File: src/rtl/core/bhg_pkg.sv
package bhg_pkg;

    // Default width of the wrapping millisecond clock.
    localparam int TIME_BITS_DEF = 32;

    // Configuration register widths and reset values.
    localparam int CFG_DATA_BITS  = 16;
    localparam int CFG_INDEX_BITS = 2;
    localparam int TIMER_BITS     = 16;
    localparam int AP_HOLD_BITS   = 6;

    localparam logic [TIMER_BITS-1:0]   DEBOUNCE_RST  = 16'd150;
    localparam logic [TIMER_BITS-1:0]   LONG_HOLD_RST = 16'd2000;
    localparam logic [TIMER_BITS-1:0]   WINDOW_RST    = 16'd5000;
    localparam logic [AP_HOLD_BITS-1:0] AP_HOLD_RST   = 6'd7;

    // Milliseconds per second, used to scale the access point hold time.
    localparam logic [9:0] MS_PER_S = 10'd1000;

    // Configuration register indexes.
    localparam logic [CFG_INDEX_BITS-1:0] REG_DEBOUNCE  = 2'd0;
    localparam logic [CFG_INDEX_BITS-1:0] REG_LONG_HOLD = 2'd1;
    localparam logic [CFG_INDEX_BITS-1:0] REG_WINDOW    = 2'd2;
    localparam logic [CFG_INDEX_BITS-1:0] REG_AP_HOLD   = 2'd3;

    // Input opcodes.
    localparam logic OP_TICK = 1'b0;
    localparam logic OP_EDGE = 1'b1;

    // Blink burst requests.
    localparam logic [1:0] BLINK_NONE  = 2'd0;
    localparam logic [1:0] BLINK_FOUR  = 2'd1;
    localparam logic [1:0] BLINK_EIGHT = 2'd2;

    typedef enum logic [1:0] {
        MODE_IDLE   = 2'd0,
        MODE_WINDOW = 2'd1,
        MODE_HOLD   = 2'd2
    } mode_t;

    typedef struct packed {
        logic opcode;
        logic pin_pressed;
    } in_item_t;

    typedef struct packed {
        logic [1:0] gesture_mode;
        logic [1:0] blink_request;
        logic       start_ap;
        logic       edge_accepted;
    } out_item_t;

endpackage

File: src/rtl/core/button_hold_gesture_fsm.sv
// An accepted transaction waits in the input register until the result stage is free.
// Throughput: one transaction per cycle unless m_ready stalls the result stage; the
// state update is one pass of logic from input to result register, so nothing loops.
// Reset (aresetn low at a clock edge, synchronous): both stages empty, clock,
// last edge time and both countdowns zero, mode idle, registers at defaults.
module button_hold_gesture_fsm
    import bhg_pkg::*;
#(
    parameter int TIME_BITS = TIME_BITS_DEF
) (
    input  logic                      aclk,
    input  logic                      aresetn,

    input  logic                      s_valid,
    output logic                      s_ready,
    input  in_item_t                  s_data,

    output logic                      m_valid,
    input  logic                      m_ready,
    output out_item_t                 m_data,

    input  logic                      cfg_wr_en,
    input  logic [CFG_INDEX_BITS-1:0] cfg_index,
    input  logic [CFG_DATA_BITS-1:0]  cfg_data
);

    // Configuration registers.
    logic [TIMER_BITS-1:0]   debounce_reg;
    logic [TIMER_BITS-1:0]   long_hold_reg;
    logic [TIMER_BITS-1:0]   window_reg;
    logic [AP_HOLD_BITS-1:0] ap_hold_reg;

    // Input stage and result stage.
    logic      in_valid_reg;
    in_item_t  in_item_reg;
    logic      out_valid_reg;
    out_item_t out_item_reg;
    out_item_t out_item_next;

    // Gesture state.
    logic [TIME_BITS-1:0]  now_reg,     now_next;
    logic [TIME_BITS-1:0]  last_reg,    last_next;
    mode_t                 mode_reg,    mode_next;
    logic [TIMER_BITS-1:0] window_left_reg, window_left_next;
    logic [TIMER_BITS-1:0] setup_left_reg,  setup_left_next;

    logic out_free;
    logic process;

    // The result stage can take a new value when it is empty or being drained.
    // The input stage accepts while it is empty or while the result stage is free.
    assign out_free = !out_valid_reg || m_ready;
    assign process  = in_valid_reg && out_free;
    assign s_ready  = !in_valid_reg || out_free;
    assign m_valid  = out_valid_reg;
    assign m_data   = out_item_reg;

    // Access point hold time in ms; at most 63000, so it fits the timer width.
    logic [TIMER_BITS-1:0] ap_hold_ms;
    logic [TIMER_BITS-1:0] ap_arm;
    logic [TIMER_BITS-1:0] window_arm;
    logic [TIME_BITS-1:0]  gap;
    logic                  is_tick;
    logic                  edge_ok;
    logic                  window_expire;
    logic                  setup_expire;

    assign ap_hold_ms = TIMER_BITS'(ap_hold_reg) * TIMER_BITS'(MS_PER_S);
    // A zero length arms the countdown with one so that it runs out on the next tick.
    assign ap_arm     = (ap_hold_ms == '0) ? TIMER_BITS'(1) : ap_hold_ms;
    assign window_arm = (window_reg == '0) ? TIMER_BITS'(1) : window_reg;

    assign is_tick = (in_item_reg.opcode == OP_TICK);
    // The gap wraps with the clock and is taken as unsigned.
    assign gap     = now_reg - last_reg;
    assign edge_ok = !is_tick && (gap > TIME_BITS'(debounce_reg));

    // A countdown runs out on the tick that takes it from one to zero.
    assign window_expire = is_tick && (window_left_reg == TIMER_BITS'(1));
    assign setup_expire  = is_tick && (setup_left_reg == TIMER_BITS'(1));

    // Next mode.
    always_comb begin
        mode_next = mode_reg;
        if (is_tick) begin
            if (window_expire && mode_reg == MODE_WINDOW) begin
                mode_next = MODE_IDLE;
            end
        end else if (edge_ok) begin
            unique case (mode_reg)
                MODE_IDLE: begin
                    if (!in_item_reg.pin_pressed && gap > TIME_BITS'(long_hold_reg)) begin
                        mode_next = MODE_WINDOW;
                    end
                end
                MODE_WINDOW: begin
                    if (in_item_reg.pin_pressed) begin
                        mode_next = MODE_HOLD;
                    end
                end
                MODE_HOLD: begin
                    if (!in_item_reg.pin_pressed && gap > TIME_BITS'(ap_hold_ms)) begin
                        mode_next = MODE_IDLE;
                    end
                end
                default: mode_next = MODE_IDLE;
            endcase
        end
    end

    // Timers, clock and result fields.
    always_comb begin
        now_next         = now_reg;
        last_next        = last_reg;
        window_left_next = window_left_reg;
        setup_left_next  = setup_left_reg;
        out_item_next.gesture_mode  = mode_next;
        out_item_next.blink_request = BLINK_NONE;
        out_item_next.start_ap      = 1'b0;
        out_item_next.edge_accepted = 1'b0;

        if (is_tick) begin
            now_next = now_reg + TIME_BITS'(1);
            if (window_left_reg != '0) begin
                window_left_next = window_left_reg - TIMER_BITS'(1);
            end
            if (setup_left_reg != '0) begin
                setup_left_next = setup_left_reg - TIMER_BITS'(1);
            end
            // Expiry of the setup countdown only signals while still holding.
            if (setup_expire && mode_reg == MODE_HOLD) begin
                out_item_next.blink_request = BLINK_EIGHT;
            end
        end else if (edge_ok) begin
            out_item_next.edge_accepted = 1'b1;
            last_next = now_reg;
            if (mode_reg == MODE_IDLE && mode_next == MODE_WINDOW) begin
                out_item_next.blink_request = BLINK_FOUR;
                window_left_next = window_arm;
            end
            if (mode_reg == MODE_WINDOW && mode_next == MODE_HOLD) begin
                setup_left_next = ap_arm;
            end
            if (mode_reg == MODE_HOLD && mode_next == MODE_IDLE) begin
                out_item_next.start_ap = 1'b1;
            end
        end
    end

    // Configuration writes.
    always_ff @(posedge aclk) begin
        if (!aresetn) begin
            debounce_reg  <= DEBOUNCE_RST;
            long_hold_reg <= LONG_HOLD_RST;
            window_reg    <= WINDOW_RST;
            ap_hold_reg   <= AP_HOLD_RST;
        end else if (cfg_wr_en) begin
            unique case (cfg_index)
                REG_DEBOUNCE:  debounce_reg  <= cfg_data;
                REG_LONG_HOLD: long_hold_reg <= cfg_data;
                REG_WINDOW:    window_reg    <= cfg_data;
                REG_AP_HOLD:   ap_hold_reg   <= cfg_data[AP_HOLD_BITS-1:0];
                default: ;
            endcase
        end
    end

    // Stage valid flags and gesture state.
    always_ff @(posedge aclk) begin
        if (!aresetn) begin
            in_valid_reg    <= 1'b0;
            out_valid_reg   <= 1'b0;
            now_reg         <= '0;
            last_reg        <= '0;
            mode_reg        <= MODE_IDLE;
            window_left_reg <= '0;
            setup_left_reg  <= '0;
        end else begin
            if (s_ready) begin
                in_valid_reg <= s_valid;
            end
            if (out_free) begin
                out_valid_reg <= in_valid_reg;
            end
            if (process) begin
                now_reg         <= now_next;
                last_reg        <= last_next;
                mode_reg        <= mode_next;
                window_left_reg <= window_left_next;
                setup_left_reg  <= setup_left_next;
            end
        end
    end

    // Payload registers.
    always_ff @(posedge aclk) begin
        if (s_ready && s_valid) begin
            in_item_reg <= s_data;
        end
        if (process) begin
            out_item_reg <= out_item_next;
        end
    end

endmodule

File: config.mk
export PLATFORM = sky130hd
export DESIGN_NAME = button_hold_gesture_fsm
export DESIGN_NICKNAME = d
export VERILOG_FILES = /design/src/rtl/core/bhg_pkg.sv /design/src/rtl/core/button_hold_gesture_fsm.sv
export SDC_FILE = /design/constraint.sdc
export NUM_CORES = 1
export LEC_CHECK = 0
export ABC_CLOCK_PERIOD_IN_PS = 13690
export BUFFER_PORTS_ARGS = -buffer_cell sky130_fd_sc_hd__buf_4
export CORE_MARGIN = 2
export CORE_UTILIZATION = 40
export DETAILED_ROUTE_END_ITERATION = 6
export SYNTH_ARGS = -nofsm -noshare
export SYNTH_HDL_FRONTEND = slang
export SYNTH_SLANG_ARGS = --single-unit
export TNS_END_PERCENT = 10
File: constraint.sdc
create_clock -name aclk -period 13.69 [get_ports aclk]
set_input_delay 1.369 -clock aclk [delete_from_list [all_inputs] [get_ports aclk]]
set_output_delay 1.369 -clock aclk [all_outputs]
set_load 0.02 [all_outputs]
## Yosys cells after proc, flatten, opt, wreduce, memory -nomap -nowiden

Cells that the tools add are included.
Widths: inputs -> output; s select.

| word-level totals | value |
|---|---|
| bits in writable memories | 0 |
| output and inout bits | 8 |
| memory bits (read-only) | 0 |
| word-level logic and storage cells | 95 |
| memories | 0 |
| register bits | 162 |
| input port bits | 25 |
| latch bits | 0 |

| cells by class | value |
|---|---|
| multipliers | 1 |
| $lt $le $gt $ge | 3 |
| divide/modulo/power cells | 0 |
| add/sub/neg operators | 4 |
| bitwise operators | 1 |
| equality and inequality tests | 12 |
| multiplexer cells | 22 |
| shifts and indexed selects | 0 |
| reduce and logical (&&, ||, !) cells | 35 |

Operators by type and width:

| operator | number |
|---|---|
| $mux 16 | 10 |
| $gt 32x16->1 | 3 |
| $add 32x1->32 const B | 1 |
| $eq 16x1->1 const B | 2 |
| $logic_not 16->1 | 2 |
| $reduce_bool 16->1 | 2 |
| $sub 16x1->16 const B | 2 |
| $sub 32x32->32 | 1 |
| $mux 2 | 8 |
| $mul 6x7->13 const B | 1 |
| $logic_and 1x1->1 | 12 |
| $reduce_and 2->1 | 6 |
| $eq 2x2->1 const B | 4 |
| $reduce_and 4->1 | 2 |
| $eq 2x1->1 const B | 3 |
| $logic_not 2->1 | 3 |
| $ne 2x1->1 const B | 3 |
| $pmux 2 s3 | 1 |
| $reduce_bool 2->1 | 2 |
| $logic_not 1->1 | 3 |
| $mux 3 | 1 |
| $reduce_and 3->1 | 1 |
| $logic_or 1x1->1 | 2 |
| $mux 1 | 2 |
| $not 1->1 | 1 |

## Depth between registers and ports, before layout

Gate-level depths: netlist (run 1).

| depth | value |
|---|---|
| word-level depth | 12 |
| depth in mapped cells | 23 |

## Worst setup path after synthesis (run 1)

Ideal clock, no wire load.

| timing | value |
|---|---|
| path type | reg2reg |
| start | register ap_hold_reg[0] |
| end | register out_item_reg, in the netlist m_data[1], data pin |
| path slack | 8.822 ns |
| cell stages (with the launch flop) | 23 |
| data required time | 13.435 ns |
| library setup time | 0.255 ns |
| arrival time | 4.613 ns |
| clock period less this slack | 4.868 ns |
| path buffers | 0 |
| cells stage by stage | dfxtp_1 fa_1 ha_1 inv_1 fa_1 inv_1 ha_1 fa_1 a21o_1 a21oi_1 o21bai_1 a21oi_1 xnor2_1 inv_1 ha_1 a21o_1 a21o_1 a221oi_1 o21ai_0 nand2_1 a41o_1 a21oi_1 and3_1 |

| on the way | value |
|---|---|
| longest elaborated chain between the ends | 10 |

Ends and longest elaborated chain:

| element | line | RTL |
|---|---|---|
| from (decl) | button_hold_gesture_fsm.sv:31 | `logic [AP_HOLD_BITS-1:0] ap_hold_reg;` |
| from (signal assigned) | button_hold_gesture_fsm.sv:162 | `REG_AP_HOLD: ap_hold_reg <= cfg_data[AP_HOLD_BITS-1:0];` |
| $mul 6x7->13 | button_hold_gesture_fsm.sv:68 | `assign ap_hold_ms = TIMER_BITS'(ap_hold_reg) * TIMER_BITS'(MS_PER_S);` |
| $gt 32x16->1 | button_hold_gesture_fsm.sv:102 | `if (!in_item_reg.pin_pressed && gap > TIME_BITS'(ap_hold_ms)) begin` |
| $logic_and 1x1->1 | button_hold_gesture_fsm.sv:102 |  |
| $mux 2 | button_hold_gesture_fsm.sv:102 |  |
| $pmux 2 s3 | button_hold_gesture_fsm.sv:90 | `unique case (mode_reg)` |
| $mux 2 | button_hold_gesture_fsm.sv:89 | `end else if (edge_ok) begin` |
| $mux 2 | button_hold_gesture_fsm.sv:85 | `if (is_tick) begin` |
| $logic_not 2->1 | button_hold_gesture_fsm.sv:144 | `if (mode_reg == MODE_HOLD && mode_next == MODE_IDLE) begin` |
| $logic_and 1x1->1 | button_hold_gesture_fsm.sv:144 |  |
| $mux 1 | button_hold_gesture_fsm.sv:144 |  |
| to (signal assigned) | button_hold_gesture_fsm.sv:201 | `out_item_reg <= out_item_next;` |
| to (decl) | button_hold_gesture_fsm.sv:37 | `out_item_t out_item_reg;` |

Every way passes these cells.
A chain may end at the register's enable or synchronous reset.

## Final worst setup path (run 1)

Same ends and word-level chain as after synthesis.

==> qor.txt, run 1 <==
Area after DPL -> 11800 sq um
WL final -> 29.7 mm
CP Launch Type -> register
Final period util -> 39.0%
Worst-path fanout max -> 6
Clock Pin Slew Worst Setup and Hold Paths -> 0.07 ns
Worst reg2reg startpoint -> ap_hold_reg[0]
First-pass GRT wire length -> 48.7 mm
Top Ports -> 33
Mapped Area -> 11400 sq um
CTS tree -> built
I/O Buffers -> 32
Largest net degree at the start of global routing -> 81
Post-synthesis sequential area ratio -> 29.3%
Clock tree root buffer cell -> clkbuf_16
PwrDens -> 99.3 nW/um^2
Post-CTS sizing -> 0
Initial core utilization -> 40.8%
Pwr Total -> 0.00124 W
Slowest CP cell -> fa_1
Seq cells post-synth -> 162
Area growth syn-to-layout -> 9.56%
Hold Path End -> debounce_reg[12]
Residual DRC count -> 0
Hold Path Class -> register to register
Iteration-0 DRC Markers -> 725
Post-route design area -> 12400 sq um
Via count -> 9969
Proportion of power drawn by combinational gates -> 18.8%
Most used DFF post-synth -> dfxtp_1
Ant. Diodes -> 0
Post-DP HPWL -> 22.5 mm
Worst skew pair latency -> 0.44 ns
Max-slew violation count -> 0
Max IR drop VDD -> 0.0000907 V
Utilization after layout -> 44.6%
Clock Power Share -> 41.1%
Slew at the pin with the worst max-slew slack -> 0.898 ns
Fmax achieved -> 187 MHz
Top post-synthesis cells by area -> dfxtp_1, ha_1, nand2_1
Initial antenna violation count -> 0
RR Endpoint -> m_data[1]
Yosys warns -> 0
Max_slew headroom -> 39.3%
Hold slack -> 0.454 ns
Setup CP Type -> register to register
Final net count -> 1576
Die Width -> 172 um
H-tree depth -> 4
Clock Sinks -> 162
Top cell type by total area after synthesis -> dfxtp_1
Netlist cell types -> 86
Sequential power share -> 40.1%
RSZ-0062 raised after global routing -> false
GPL Wtd Cong -> 0.872
Die Y -> 172 um
Critical Path Max Stage Delay -> 0.54 ns
DIE AREA -> 29700 sq um
# hold bufs at CTS -> 0
Switching share of power -> 29.6%
Tmin final -> 5.34 ns
Avg Inst Size Synth -> 7.92 sq um
DR WL/cell -> 16.3 um
GRT Util Overall -> 20.7%
Syn Nets -> 1577
Rows -> 61
Psw -> 0.000365 W
Vias in the first global route -> 9499
Max Cap Viol -> 0
Clock skew -> 0.0108 ns
Cell chain of the critical path -> fa_1 > ha_1 > inv_1 > fa_1 > inv_1 > ha_1 > fa_1 > a21o_1 > a21oi_1 > o21bai_1 > a21oi_1 > o21ai_0 > xnor2_1 > ha_1 > nand4_1 > nor2_1 > a221oi_1 > o21ai_0 > nand2_1 > a41o_1 > a21oi_1 > and3_1
Mapped Cells -> 1433
Layout cells sized above 1 -> 7.06%
Post-CTS Setup Bufs -> 0
Vias per inst -> 5.47
Top-area cell type share of the netlist area -> 27.2%
Worst path required time -> 13.88 ns
Min-Delay Startpoint -> debounce_reg[12]
Worst R2R Path Depth -> 22
Internal -> 0.000870 W
DR pass1 iterations -> 5
Post-DRT Antenna Nets -> 0
Grt ovf -> 0
Cells on Worst Hold Path -> 2
R2R setup slack -> 8.35 ns
Crit. End Element -> register
Setup TNS -> 0 ns
Leakage -> 5.40 nW
Ys async rst share -> 0%
Final hold vios -> 0
Crit path arrival time -> 5.53 ns
Final setup viols -> 0
Num CTS Buffers -> 17
Core Region -> 27900 sq um
Outcome -> completed
Maximum clock insertion buffer count -> 2
Post-synth EDFFs -> 8
-- layer usage --
metal / share of wire [%] / GRT usage [%]
met5: 0 / 0
met4: 2.0 / 6.47
met3: 3.8 / 2.72
met2: 47 / 34.9
met1: 47 / 27.3
-- critical path: cells and delay by family, from the launching register on --
kind	cells	cell delay, ns
adder cells (fa/ha/maj)	6	2.27
AND/OR/NAND/NOR	4	0.49
AO/OA/AOI/OAI	9	1.51
flip-flops	1	0.46
buffers and inverters	2	0.09
XOR/XNOR	1	0.29
-- synth_stat cells (10+ instances only) --
cell type / number
a22oi_1: 11
a21oi_1: 130
and3_1: 15
or3_1: 12
nand2_1: 181
nor3_1: 31
nand3_1: 31
ha_1: 105
a21boi_0: 10
clkbuf_1: 34
o21ai_0: 46
xor2_1: 34
fa_1: 14
o31ai_1: 16
o211ai_1: 30
nand2b_1: 10
mux2i_1: 39
nor4_1: 21
dfxtp_1: 154
xnor2_1: 29
buf_2: 16
nand4_1: 32
inv_1: 127
o21a_1: 13
a21o_1: 25
nor2_1: 142
-- worst max-delay path by stage --
stage | startpoint | end | slack, ns | cells after the start
floorplan | ap_hold_reg[0] | m_data[1] | 8.82 | 22
global placement | ap_hold_reg[0] | m_data[1] | 8.46 | 22
detailed placement | ap_hold_reg[0] | m_data[1] | 8.35 | 22
CTS | ap_hold_reg[0] | m_data[1] | 8.33 | 22
global route | ap_hold_reg[0] | m_data[1] | 7.95 | 22
finish | ap_hold_reg[0] | m_data[1] | 8.35 | 22
-- cell type report --
cell class | instances | area [sq um]
fillers | 2809 | 15400
multi-input cells | 1085 | 7260
flip-flops and latches | 162 | 3320
inverters | 127 | 478
well taps | 378 | 473
clock buffers | 19 | 443
repair buffers | 39 | 293
clock inverters | 13 | 169
-- per-stage QoR --
step                      cells  setup slack, ns
after global placement     1791             8.46
after detailed placement   1791             8.35
after floorplan            1433             8.82
after CTS                  1823             8.33
after global routing       1823             7.95
final                      1823             8.35
-- cell usage in the layout, fill, tap and decap left out, drive strengths merged, types with 21 or more instances in the layout --
master and count:
a21o 26, xor2 34, nor3 31, a21oi 132, nor2 143, ha 105, dfxtp 154, xnor2 29
buf 39, nand4 33, nand3 31, o21ai 51, o211ai 30, mux2i 39, nand2 182, nor4 21
inv 133
-- kinds of logic after synthesis --
group | Yosys count | synth area share, %
and+or+nand+nor | 518 | 21.5
AOI/OAI and AO/OA | 346 | 20.0
buffers and inverters | 186 | 6.88
DFF | 162 | 29.3
adders and majority gates | 119 | 14.0
xor gates and xnor gates | 63 | 4.86
muxes | 39 | 3.44
-- power groups by stage --
stage | combinational, W | clock (W) | sequential [W]
after floorplan | 0.000171 | 0 | 0.000505
after global placement | 0.000227 | 0 | 0.000506
after detailed placement | 0.000230 | 0 | 0.000506
after CTS | 0.000231 | 0.000517 | 0.000496
after global routing | 0.000261 | 0.000540 | 0.000497
final | 0.000232 | 0.000508 | 0.000496
(Power assumes the default switching activity.)
==> inputs of run 2 (changes only) <==
- ABC_AREA: not set -> 1
- ABC_CLOCK_PERIOD_IN_PS: 13690 -> 4630
- clock period: 13.69 -> 4.63 ns (I/O delays scaled with it)
==> run 2 against run 1 <==
Compared with the run above:
- the run now ends with negative setup slack left
- synthesized cell count increased by 24%
- sequential share of layout area decreased by 1.9 points
- critical path depth increased by 7
- hold slack got worse by 0.26 ns
- clock power increased to 2.8 times the previous value
- critical endpoint is now setup_left_reg[3]
- largest power group is now combinational cells
==> qor.txt, run 2 <==
Post-synthesis compound-gate area fraction -> 15.1% (-4.9 points)
GRT Util Overall -> 20.8% (+0.17 points)
Iteration-0 DRC Markers -> 691 (-4.7%)
Top post-synthesis cells by area -> dfxtp_1, nand2_1, ha_1
Worst-path fanout max -> 6 (unchanged)
H-tree depth -> 4 (unchanged)
Crit. End Element -> register
Final hold vios -> 0 (unchanged)
Clock skew -> 0.0166 ns (+0.00577 ns)
CP Launch Type -> register
Top cell type by total area after synthesis -> dfxtp_1
DR pass1 iterations -> 5 (unchanged)
CTS tree -> built
Slew at the pin with the worst max-slew slack -> 0.712 ns (-0.187 ns)
PwrDens -> 352 nW/um^2 (+250%)
Xor/xnor share of the synthesized area -> 2.68% (-2.2 points)
Critical Path Max Stage Delay -> 0.58 ns (+0.04 ns)
Max_slew headroom -> 52.3% (+13 points)
Most Frequent Cell on Critical Path -> nand2_1
Most used DFF post-synth -> dfxtp_1
Avg Inst Size Synth -> 6.63 sq um (-16%)
Final worst slack -> -0.326 ns (-8.68 ns)
Hold Path Class -> input port to register
Count leader, synth -> nand2_1
Synth top cells by count -> nand2_1, inv_1, a21oi_1, dfxtp_1, nor2_1
Most common cell after layout, fill and taps aside -> nand2_1
Post-synth EDFFs -> 8 (unchanged)
Clock Sinks -> 162 (unchanged)
Layout cells sized above 1 -> 11.8% (+4.7 points)
Top Ports -> 33 (unchanged)
Max IR drop VDD -> 0.000272 V (+200%)
Seq cells post-synth -> 162 (unchanged)
Violated checks -> negative setup slack
Ant. Diodes -> 0 (unchanged)
Adder-cell area share of the yosys netlist -> 13.5% (-0.51 points)
Post-DP HPWL -> 24.1 mm (+7.2%)
Setup CP Type -> register to register
GPL Wtd Cong -> 0.910 (+4.4%)
Simple logic cell fraction of the synthesized area -> 28.0% (+6.5 points)
Via count -> 11.0k (+10%)
Worst skew pair latency -> 0.45 ns (about the same)
Slowest CP cell -> fa_1
Met1 Routed Length -> 14.6 mm (+4.4%)
Most frequent cells in the layout -> nand2_1, inv_1, a21oi_1
Rows -> 62 (+1.6%)
Largest net degree at the start of global routing -> 63 (-22%)
Residual DRC count -> 0 (unchanged)
Mapped Area -> 11800 sq um (+3.8%)
DR WL met3 -> 966 um (-15%)
Final period util -> 107% (+68 points)
Syn Nets -> 1921 (+22%)
Pwr Total -> 0.00471 W (+280%)
Top cell family by delay on the critical path -> adder cells
RSZ-0062 raised after global routing -> true
Leakage -> 6.41 nW (+19%)
Area growth syn-to-layout -> 13.7%
Worst Path Buf+Inv -> 3 (+1)
I/O Buffers -> 32 (unchanged)
Yosys warns -> 0 (unchanged)
Final setup viols -> 17 (+17)
Outcome -> complete, but fails checks
Clock tree root buffer cell -> clkbuf_16
Maximum clock insertion buffer count -> 2 (unchanged)
Worst path required time -> 4.97 ns (-8.91 ns)
DR WL/cell -> 13.9 um (-15%)
Top routing layer used -> met4
Max-slew violation count -> 0 (unchanged)
Vias per inst -> 4.91 (-10%)
Num CTS Buffers -> 17 (unchanged)
Top-area cell type share of the netlist area -> 26.2% (-0.99 points)
Combinational family with the most area after synthesis -> simple AND/OR/NAND/NOR gates
Fmax achieved -> 202 MHz (+7.7%)
Max Cap Viol -> 0 (unchanged)
Initial antenna violation count -> 0 (unchanged)
Core Region -> 28900 sq um (+3.6%)
Vias in the first global route -> 10.5k (+11%)
Post-route design area -> 13400 sq um (+7.8%)
DIE AREA -> 30800 sq um (+3.7%)
Clock Pin Slew Worst Setup and Hold Paths -> 0.08 ns (about the same)
Ys async rst share -> 0% (unchanged)
Grt ovf -> 0 (unchanged)
Post-DRT Antenna Nets -> 0 (unchanged)
Initial core utilization -> 40.8% (+0.084 points)
Die Y -> 176 um (+1.8%)
Post-synthesis mux area share -> 0.510% (-2.9 points)
Post-synthesis sequential area ratio -> 28.2% (-1.1 points)
Final net count -> 1981 (+26%)
Die Width -> 176 um (+1.8%)
WL final -> 31.0 mm (+4.6%)
Area after DPL -> 12800 sq um (+7.9%)
Crit path arrival time -> 5.30 ns (-0.23 ns)
Netlist cell types -> 50 (-42%)
Mapped Cells -> 1777 (+24%)
Tmin final -> 4.96 ns (-0.381 ns)
WL met2 -> 14.4 mm (+3.3%)
First-pass GRT wire length -> 51.5 mm (+5.8%)
## run 2: logic make-up (layout without fill, tap and decap cells)
kind of cell,after synthesis,count (layout)
fa+ha+maj,119,119
compound gates,329,329
flops,162,162
buf+inv,367,440
simple gates,758,758
xor+xnor,36,36
mux,6,6
## run 2: cell type report
cell class | instances | area, sq um
clock buffers | 18 | 429
well taps | 384 | 480
fillers | 3015 | 15500
flip-flops and latches | 162 | 3330
clock inverters | 14 | 141
repair buffers | 82 | 639
inverters | 326 | 1220
multi-input cells | 1248 | 7160
## run 2: worst paths after layout
| check | start | to | slack, ns | depth (start not counted) |
|---|---|---|---|---|
| worst min-delay path | s_data[1] | in_item_reg[1] | 0.20 | 1 |
| worst min register to register | last_reg[13] | last_reg[13] | 0.45 | 2 |
| worst max-delay path | ap_hold_reg[3] | setup_left_reg[3] | -0.33 | 29 |
| worst max register to register | ap_hold_reg[3] | setup_left_reg[3] | -0.33 | 29 |
## run 2: worst reg2reg max path, delay by kind of cell, from the launching register on
| kind | cells | cell delay [ns] |
|---|---|---|
| buf+inv | 3 | 0.27 |
| fa+ha+maj | 5 | 2.14 |
| xor+xnor | 1 | 0.11 |
| flops | 1 | 0.34 |
| compound gates | 7 | 0.90 |
| simple gates | 13 | 1.08 |
## run 2: per-stage QoR
stage | setup TNS [ns] | util (%) | hold WS, ns | std cells | setup slack (ns)
final | -4.55 | 46.4 | 0.195 | 2234 | -0.326
after CTS | -4.70 | 46.2 | 0.178 | 2233 | -0.346
after detailed placement | -4.57 | 44.2 | 0.450 | 2200 | -0.335
after floorplan | -0.556 | - | 0.433 | 1777 | -0.0622
after global placement | -3.29 | 44.2 | 0.442 | 2200 | -0.259
after global routing | -9.13 | 46.4 | 0.173 | 2234 | -0.583
## run 2: repair_timing
action	in CTS	in global routing
setup endpoints to repair	17	19
hold buffers	0	0
resized for setup	3	13
pin swaps	2	5
buffers inserted	1	1
endpoints found under the hold margin	0	0
cloned	0	0
## run 2: routing by layer
layer	up-vias	GRT usage, %
li1	5802	-
met1	4955	26.0
met2	155	36.0
met3	54	3.23
met4	0	8.13
met5	-	0
## run 2: power by group
group	internal (W)	leakage (nW)	total, W	switching, W
clock network	0.000718	0.272	0.00141	0.000694
registers	0.00147	1.33	0.00152	0.0000446
logic	0.000715	4.80	0.00178	0.00107
total	0.00291	6.41	0.00471	0.00181
==> inputs of run 3 (changes only) <==
- ABC_CLOCK_PERIOD_IN_PS: 4630 -> not set
- CTS_BUF_LIST: not set -> sky130_fd_sc_hd__clkbuf_2 sky130_fd_sc_hd__clkbuf_4 sky130_fd_sc_hd__clkbuf_8
==> run 3 against run 2 <==
Compared with the run above:
- the run still ends with negative setup slack left
- critical path depth stayed put
- worst setup slack got worse by 0.0093 ns
- largest power group unchanged
- critical path type unchanged
- cell count unchanged
- cell area shrank 1.4%
- wire length decreased by 0.29%
- highest routed layer unchanged
- sequential share of layout area rose by 0.36 points
- global-route usage fell by 0.11 points
- combinational power is essentially flat
==> qor.txt, run 3 (synthesis gave the netlist of run 2 again) <==
Most frequent cells in the layout -> nand2_1, inv_1, a21oi_1
Residual DRC count -> 0 (unchanged)
Most Frequent Cell on Critical Path -> nand2_2
Utilization after layout -> 45.8% (-0.67 points)
Area growth syn-to-layout -> 12.1%
Final worst slack -> -0.335 ns (-0.00935 ns)
PwrDens -> 329 nW/um^2 (-6.4%)
CP Launch Point -> ap_hold_reg[3]
Worst Path Buf+Inv -> 3 (unchanged)
GRT Util Overall -> 20.7% (-0.11 points)
DR pass1 iterations -> 5 (unchanged)
Clock tree root buffer cell -> clkbuf_8
CP Launch Type -> register
Grt ovf -> 0 (unchanged)
WL final -> 30.9 mm (-0.29%)
Critical Path Max Stage Delay -> 0.58 ns (about the same)
Dpl cells -> 2200 (unchanged)
Post-DP HPWL -> 24.1 mm (unchanged)
Iteration-0 DRC Markers -> 663 (-4.1%)
Clock skew -> 0.0202 ns (+0.00362 ns)
Hold Path Class -> input port to register
Final net count -> 1981 (unchanged)
Tmin final -> 4.97 ns (+0.00935 ns)
Initial antenna violation count -> 0 (unchanged)
Final period util -> 107% (+0.20 points)
Max-slew violation count -> 0 (unchanged)
Num CTS Buffers -> 17 (unchanged)
Final hold vios -> 0 (unchanged)
Worst path required time -> 5.01 ns (+0.04 ns)
Largest net degree at the start of global routing -> 63 (unchanged)
Ant. Diodes -> 0 (unchanged)
Post-route design area -> 13200 sq um (-1.4%)
Worst reg2reg startpoint -> ap_hold_reg[3]
Reg area -> 3330 sq um (unchanged)
DR WL/cell -> 13.8 um (-0.29%)
I/O Buffers -> 32 (unchanged)
Final setup viols -> 17 (unchanged)
Slowest CP cell -> fa_1
Die Width -> 176 um (unchanged)
DIE AREA -> 30800 sq um (unchanged)
Violated checks -> negative setup slack
Area of the multi-input gates -> 7150 sq um (about the same)
Most common cell after layout, fill and taps aside -> nand2_1
H-tree depth -> 4 (unchanged)
Crit path arrival time -> 5.35 ns (+0.05 ns)
Max Cap Viol -> 0 (unchanged)
Leakage -> 6.32 nW (-1.3%)
Max_slew headroom -> 52.2% (about the same)
Clock Pin Slew Worst Setup and Hold Paths -> 0.12 ns (+0.04 ns)
Vias per inst -> 4.90 (-0.26%)
Setup CP Type -> register to register
Slew at the pin with the worst max-slew slack -> 0.712 ns (+0.000656 ns)
Worst-path fanout max -> 6 (unchanged)
Area after DPL -> 12800 sq um (unchanged)
Finished Layout Cells -> 2234 (unchanged)
Top Ports -> 33 (unchanged)
CTS tree -> built
Min-Delay Startpoint -> s_data[1]
Rows -> 62 (unchanged)
Core Region -> 28900 sq um (unchanged)
Worst skew pair latency -> 0.49 ns (+0.04 ns)
RSZ-0062 raised after global routing -> true
Fill count -> 3037 (+0.73%)
Maximum clock insertion buffer count -> 2 (unchanged)
Post-DRT Antenna Nets -> 0 (unchanged)
Via count -> 10.9k (-0.26%)
Initial core utilization -> 40.8% (unchanged)
Fmax achieved -> 201 MHz (-0.19%)
Layout cells sized above 1 -> 11.8% (unchanged)
First-pass GRT wire length -> 51.3 mm (-0.43%)
Outcome -> complete, but fails checks
Die Y -> 176 um (unchanged)
Crit. End Element -> register
Top cell family by delay on the critical path -> adder cells
# hold bufs at CTS -> 0 (unchanged)
GPL Wtd Cong -> 0.910 (unchanged)
Max IR drop VDD -> 0.000220 V (-19%)
Clock Sinks -> 162 (unchanged)
Vias in the first global route -> 10.5k (-0.095%)
-- run 3: cell counts in the layout (fill, tap and decap cells not counted) --
Identical to the previous run, type by type.
-- run 3: worst paths after layout --
check,to,slack (ns),depth (start not counted)
worst max register to register,setup_left_reg[5],-0.34,29
worst max-delay path,setup_left_reg[5],-0.34,29
worst min-delay path,in_item_reg[1],0.15,1
worst min register to register,last_reg[8],0.46,2
-- run 3: power breakdown --
group | switching (W) | internal [W]
clock network | 0.000641 | 0.000408
logic | 0.00107 | 0.000713
registers | 0.0000445 | 0.00147
total | 0.00175 | 0.00259
-- run 3: final cells by class --
class / instances / share of cell area (%)
clock buffer: 18 / 1.83
clock inverter: 14 / 1.07
inverter: 326 / 9.26
multi-input combinational: 1248 / 54.1
sequential: 162 / 25.2
tap: 384 / 3.64
timing repair buffer: 82 / 4.84
-- run 3: what timing repair did --
item / CTS / global route
pin swaps: 2 / 5
resized for setup: 3 / 12
setup endpoints to repair: 17 / 19
buffers inserted: 1 / 1
-- run 3: through the flow --
stage / hold slack [ns] / setup WS, ns / setup TNS [ns] / power, W
after global routing: 0.111 / -0.658 / -10.47 / 0.00469
after global placement: 0.442 / -0.259 / -3.29 / 0.00325
after CTS: 0.111 / -0.339 / -4.59 / 0.00435
final: 0.149 / -0.335 / -4.83 / 0.00435
after floorplan: 0.433 / -0.0622 / -0.556 / 0.00273
after detailed placement: 0.450 / -0.335 / -4.57 / 0.00327
-- run 3: metal layers --
layer / routed length [um] / global-route usage, % / part of all wire, % / vias up
met5: 0 / 0 / 0 / -
met4: 1030 / 8.44 / 3.3 / 0
met3: 1040 / 3.16 / 3.4 / 55
met2: 14400 / 35.6 / 47 / 167
met1: 14500 / 26.0 / 47 / 4910
li1: - / - / - / 5805
